**config.mk**
```make
export PLATFORM = sky130hd
export DESIGN_NAME = skp_ram
export DESIGN_NICKNAME = d
export VERILOG_FILES = /design/src/skyline_rectangle_packer_top_defines.svh /design/src/skp_ram.sv
export SDC_FILE = /design/constraint.sdc
export NUM_CORES = 2
export LEC_CHECK = 0
export BUFFER_PORTS_ARGS = -buffer_cell sky130_fd_sc_hd__buf_2
export CAP_MARGIN = 20
export CORE_MARGIN = 2
export CORE_UTILIZATION = 55
export CTS_BUF_LIST = sky130_fd_sc_hd__clkbuf_2
export DETAILED_ROUTE_END_ITERATION = 8
export GPL_TIMING_DRIVEN = 0
export PLACE_DENSITY = 0.81
export REMOVE_ABC_BUFFERS = 1
export SYNTH_ARGS = -nofsm -noshare
export SYNTH_HDL_FRONTEND = slang
export SYNTH_SLANG_ARGS = --single-unit
export TNS_END_PERCENT = 50
```
**constraint.sdc**
```tcl
create_clock -name i_clk -period 4.6 [get_ports i_clk]
set_clock_uncertainty 0.15 [all_clocks]
set_input_delay 0.23 -clock i_clk [delete_from_list [all_inputs] [get_ports i_clk]]
set_output_delay 0.23 -clock i_clk [all_outputs]
set_load 0.05 [all_outputs]
```
**src/skyline_rectangle_packer_top_defines.svh**
```systemverilog
// Assertion helpers for the packer top level.
`ifndef SKYLINE_RECTANGLE_PACKER_TOP_DEFINES_SVH
`define SKYLINE_RECTANGLE_PACKER_TOP_DEFINES_SVH

// Same-cycle implication, disabled during reset.
`define SKP_ASSERT_SAME(lbl, clk, rst_n, ante, cons, msg) \
    lbl: assert property (@(posedge clk) disable iff (!rst_n) (ante) |-> (cons)) \
        else $error(msg);

// Next-cycle implication, disabled during reset.
`define SKP_ASSERT_NEXT(lbl, clk, rst_n, ante, cons, msg) \
    lbl: assert property (@(posedge clk) disable iff (!rst_n) (ante) |=> (cons)) \
        else $error(msg);

`endif

```
**src/skp_ram.sv**
```systemverilog
module skp_ram #(
    parameter int WIDTH = 39,
    parameter int DEPTH = 64
) (
    input  logic                            i_clk,
    input  logic                            i_we,
    input  logic [$clog2(DEPTH > 1 ? DEPTH : 2)-1:0] i_waddr,
    input  logic [WIDTH-1:0]                i_wdata,
    input  logic [$clog2(DEPTH > 1 ? DEPTH : 2)-1:0] i_raddr,
    output logic [WIDTH-1:0]                o_rdata
);

    logic [WIDTH-1:0] r_mem [DEPTH];
    logic [WIDTH-1:0] r_rdata;

    always_ff @(posedge i_clk) begin
        if (i_we) begin
            r_mem[i_waddr] <= i_wdata;
        end
        r_rdata <= r_mem[i_raddr];
    end

    assign o_rdata = r_rdata;

endmodule

```
# Word-level counts from Yosys, hierarchy flattened
# Memory sizes are Yosys's and may differ from the RTL's. A register that Yosys moved wholly into a read port is not among the register bits.
# Cells that the tools add are included.
op_classes:
  mux: 2
op_table:
  columns: ["op", "count"]
  rows:
  - ["$mux W1", 2]
word_totals:
  ff_bits: 0
  mem_bits_rw: 2496
  inputBits: 53
  mem_count: 1
memory_table:
  columns: ["memory", "words", "width", "read_ports", "rd_clocked_by_memory_dff", "wr", "line_no", "text"]
  rows:
  - ["r_mem", 64, 39, 1, 1, 1, "skp_ram.sv:13", "logic [WIDTH-1:0] r_mem [DEPTH];"]

# Depth between registers and ports, before layout
depth:
  word_depth: 2
  mapped_depth: 9

# Worst setup path after synthesis
# OpenSTA, ideal clock, no wires.
synth_path:
  path_kind: "in2reg"
  startpoint: "in i_waddr[3] (netlist bit)"
  endpoint: "mem r_mem[48][0], enable pin"
  setup_ns: 0.484
  arrival_time_ns: 3.398
  t_required_ns: 3.966
  path_slack_ns: 0.568
  stages: 4
  n_path_buf: 1
  cell_sequence: "clkbuf_1 nor2b_1 nand4b_1 nor3_1"
synth_lines:
  columns: ["item", "line_no", "text"]
  rows:
  - ["from (decl)", "skp_ram.sv:7", "input logic [$clog2(DEPTH > 1 ? DEPTH : 2)-1:0] i_waddr,"]
  - ["to (decl)", "skp_ram.sv:13", null]
# Straight into the memory's write port.

# Worst setup path in the final report
layout_path:
  startpoint: "in i_waddr[0] (netlist bit)"
  endpoint: "mem r_mem[49][33], enable pin"
# Straight into the memory's write port.

==> summary.md <==
| Metric | Value |
|---|---|
| First-pass detailed-route iteration total | 7 |
| Die Wd | about 420 µm |
| Hpwl dp | 142.8 mm |
| FF+latch area | 0.07573 mm² |
| Met3 Use GR | 8.373% |
| Most common cell on crit path | dlygate4sd3_1 |
| Critical path launch point type | input pin |
| Number of global-route vias before repair | 53070 |
| Most common cell after layout, fill and taps aside | edfxtp_1 |
| Worst Path Class, Setup | in2reg |
| Syn Inst Count | 4059 |
| Crit Path Max Fanout | 8 |
| IO Port Bufs | 91 |
| Max-slew violation count | 0 |
| Leak Pwr | ~36 nW |
| Initial Utilization | 55.46% |
| Cell breakdown of the critical path | dlygate4sd3_1, dlygate4sd3_1, buf_2, dlygate4sd3_1, nand4_1, dlygate4sd3_1, dlygate4sd3_1, nor3_2, dlygate4sd3_1, buf_8, buf_6, buf_6 |
| Status | finished clean |
| Row cnt | between 150 and 200 |
| Drt first-iter violations | ~8500 |
| Synth Cell Area | 0.09535 mm² |
| CTS root buf | clkbuf_2 |
| Largest net degree at the start of global routing | around 110 |
| CP Data Required Time | 5.94 ns |
| Vias | 51720 |
| Number of vias per cell | about 6.7 |
| Max VDD drop | 0.2989 mV |
| Final ANT Viol Nets | 0 |
| Share of cells above drive strength 1 | 36.78% |
| GRT Total Usage | 29.62% |
| Hold_ws | 0.2090 ns |
| Overflow after GRT | 0 |
| Filler cells | 10720 |
| Area growth syn-to-layout | 15.29% |
| RSZ-0062 raised after global routing | no |
| Die ar. | between 0.15 and 0.2 mm² |
| Most Crowded Layer GR | met2 |
| Clock Pin Slew Worst Setup and Hold Paths | about 0.11 ns |
| TritonCTS buffer count | 610 |
| Register area share after synthesis | 79.42% |
| Setup WS pre-CTS | -0.7819 ns |
| GR met2 Demand/Resource | 46.88% |
| Clk_lat worst skew | 1.90 ns |
| CTS tree | yes |
| Met1 GRT Util | 36.30% |
| Post-CTS sizing | 0 |
| First-pass GRT wire length | around 370 mm |
| Cell Pwr Density | slightly below 400 mW/mm² |
| CP Buf/Inv Count | 10 |
| Max stage delay on crit path | ~0.96 ns |
| Max Cap Viol | 0 |
| Worst-Margin Slew | 1.322 ns |
| Fmax | about 230 MHz |
| Post-DR wirelength/cell | 33.96 µm |
| Minimum clock period | 4.440 ns |
| Yosys cell types | 43 |
| YS warnings | 0 |
| Layout Nets | approximately 5000 |
| PnR Total Power | 0.04300 W |
| FF+latch count, synth | roughly 2500 |
| Final period util | 96.52% |
| Clk buf depth | 4 |
| Setup-failing EPs final | 0 |
| Die Y | around 420 µm |
| Area of the multi-input gates | roughly 0.019 mm² |
| Most frequent cells in the layout | edfxtp_1 (2496), clkbuf_2 (894), mux4_2 (614) |
| Worst hold path type | in2reg |
| Total wire length | around 260 mm |
| Syn_area_per_cell | 23.49 µm² |
| Drt drc | 0 |
| Top Ports | 92 |
| Setup TNS | 0 ns |
| Htree depth | 6 |
| RD Place Congestion | 0.7853 |
| Worst EP arrival | between 5 and 6 ns |
| Slowest-stage cell, CP | dlygate4sd3_1 |
| Hold Fails Final Rpt | 0 |
| Setup ws final | 0.1599 ns |
| Critical path's top delay family | buffers and inverters |
| Slew HR | 11.04% |
| Antenna violations before repair | 6 |
| CP Capture Type | flip-flop |
| Sink Count | 2535 |
| CORE AREA | 0.1719 mm² |
-- sequential cells by signal (all words and copies together), names as in the netlist --
| signal | count |
|---|---|
| r_mem | 2496 |
| o_rdata | 39 |
-- final timing paths --
check | start | to | slack [ns] | depth (start not counted)
min | i_raddr[0] | o_rdata[0]$_DFF_P_ | 0.21 | 7
min reg2reg | r_mem[4][33]$_DFFE_PP_ | o_rdata[33]$_DFF_P_ | 0.76 | 4
max | i_waddr[0] | r_mem[49][33]$_DFFE_PP_ | 0.16 | 12
max reg2reg | r_mem[47][9]$_DFFE_PP_ | o_rdata[9]$_DFF_P_ | 0.52 | 9
-- routing by layer --
metal | vias to the layer above | routed length (µm)
li1 | 19640 | -
met1 | 26010 | 83230
met2 | 5042 | 126600
met3 | 1025 | 33160
met4 | 2 | 17930
met5 | - | 14
-- cells in the mapped netlist --
library cell	n	area [µm²]
mux2_2	26	292.8
buf_4	38	285.3
o21ai_0	12	60.06
edfxtp_1	2496	74950
nor2_1	91	341.6
nand3b_1	2	15.01
nor3_1	3	15.01
mux4_2	614	13830
buf_8	1	15.01
o22a_1	8	70.07
clkbuf_1	77	289.0
a2111oi_0	3	26.28
or3b_2	1	8.760
a22oi_1	41	307.8
o211ai_1	6	45.04
nor2b_1	27	168.9
buf_2	72	360.4
a211o_1	1	8.760
nand4b_1	1	8.760
and3_1	5	31.28
nand4_1	2	12.51
o21a_1	12	90.09
dfxtp_1	39	780.8
nand2_1	36	135.1
o22ai_1	159	994.7
or2_2	3	18.77
mux2i_1	55	550.5
buf_6	26	292.8
and2b_1	1	7.510
buf_1	10	37.54
and4_1	6	52.55
or3_1	2	12.51
o221ai_1	22	192.7
a22o_1	12	105.1
a21oi_1	24	120.1
o21ai_1	12	60.06
nand2b_1	12	75.07
a221oi_1	16	140.1
a211oi_1	19	142.6
and2_1	5	31.28
nor4_1	31	193.9
a2bb2oi_1	7	61.31
nand3_1	23	115.1
-- worst register-to-register path, delay by kind of cell, from the launching register on --
family                 cells  cell delay (ns)
AOI/OAI and AO/OA          3             0.29
buffers and inverters      4             2.49
DFF                        1             0.39
muxes                      2             0.68
-- cell type report --
class                           count  area share, %
Sequential cell                  2535          68.89
Tap cell                         2310          2.629
Clock buffer                      894          4.070
Multi-Input combinational cell   1300          17.18
Timing Repair Buffer              482          6.443
Antenna cell                       11        0.02504
Clock inverter                    153         0.7637
-- repair_timing --
item,CTS,global route
hold buffers,224,0
endpoints found under the hold margin,5031,0
setup buffers,0,0
setup endpoints to repair,0,1
-- through the flow --
| stage | instances | utilization, % | instance area, µm² |
|---|---|---|---|
| after floorplan | 3835 | - | 94070 |
| after global placement | 6236 | 56.66 | 97420 |
| after detailed placement | 6400 | 59.11 | 101600 |
| after CTS | 7671 | 63.88 | 109800 |
| after global routing | 7683 | 63.94 | 109900 |
| final | 7685 | 63.94 | 109900 |
-- report_power, final --
| group | switching [W] | internal [W] |
|---|---|---|
| sequential | 0.0000613 | 0.0255 |
| combinational | 0.00167 | 0.00105 |
| clock | 0.00903 | 0.00566 |
-- cell families after synthesis --
kind of cell           Yosys count  synth area share (%)
buffers and inverters          224                 1.342
flip-flops                    2535                 79.42
multiplexers                   695                 15.39
AND/OR/NAND/NOR                251                 1.304
AO/OA/AOI/OAI                  354                 2.543
(Power assumes the default switching activity.)
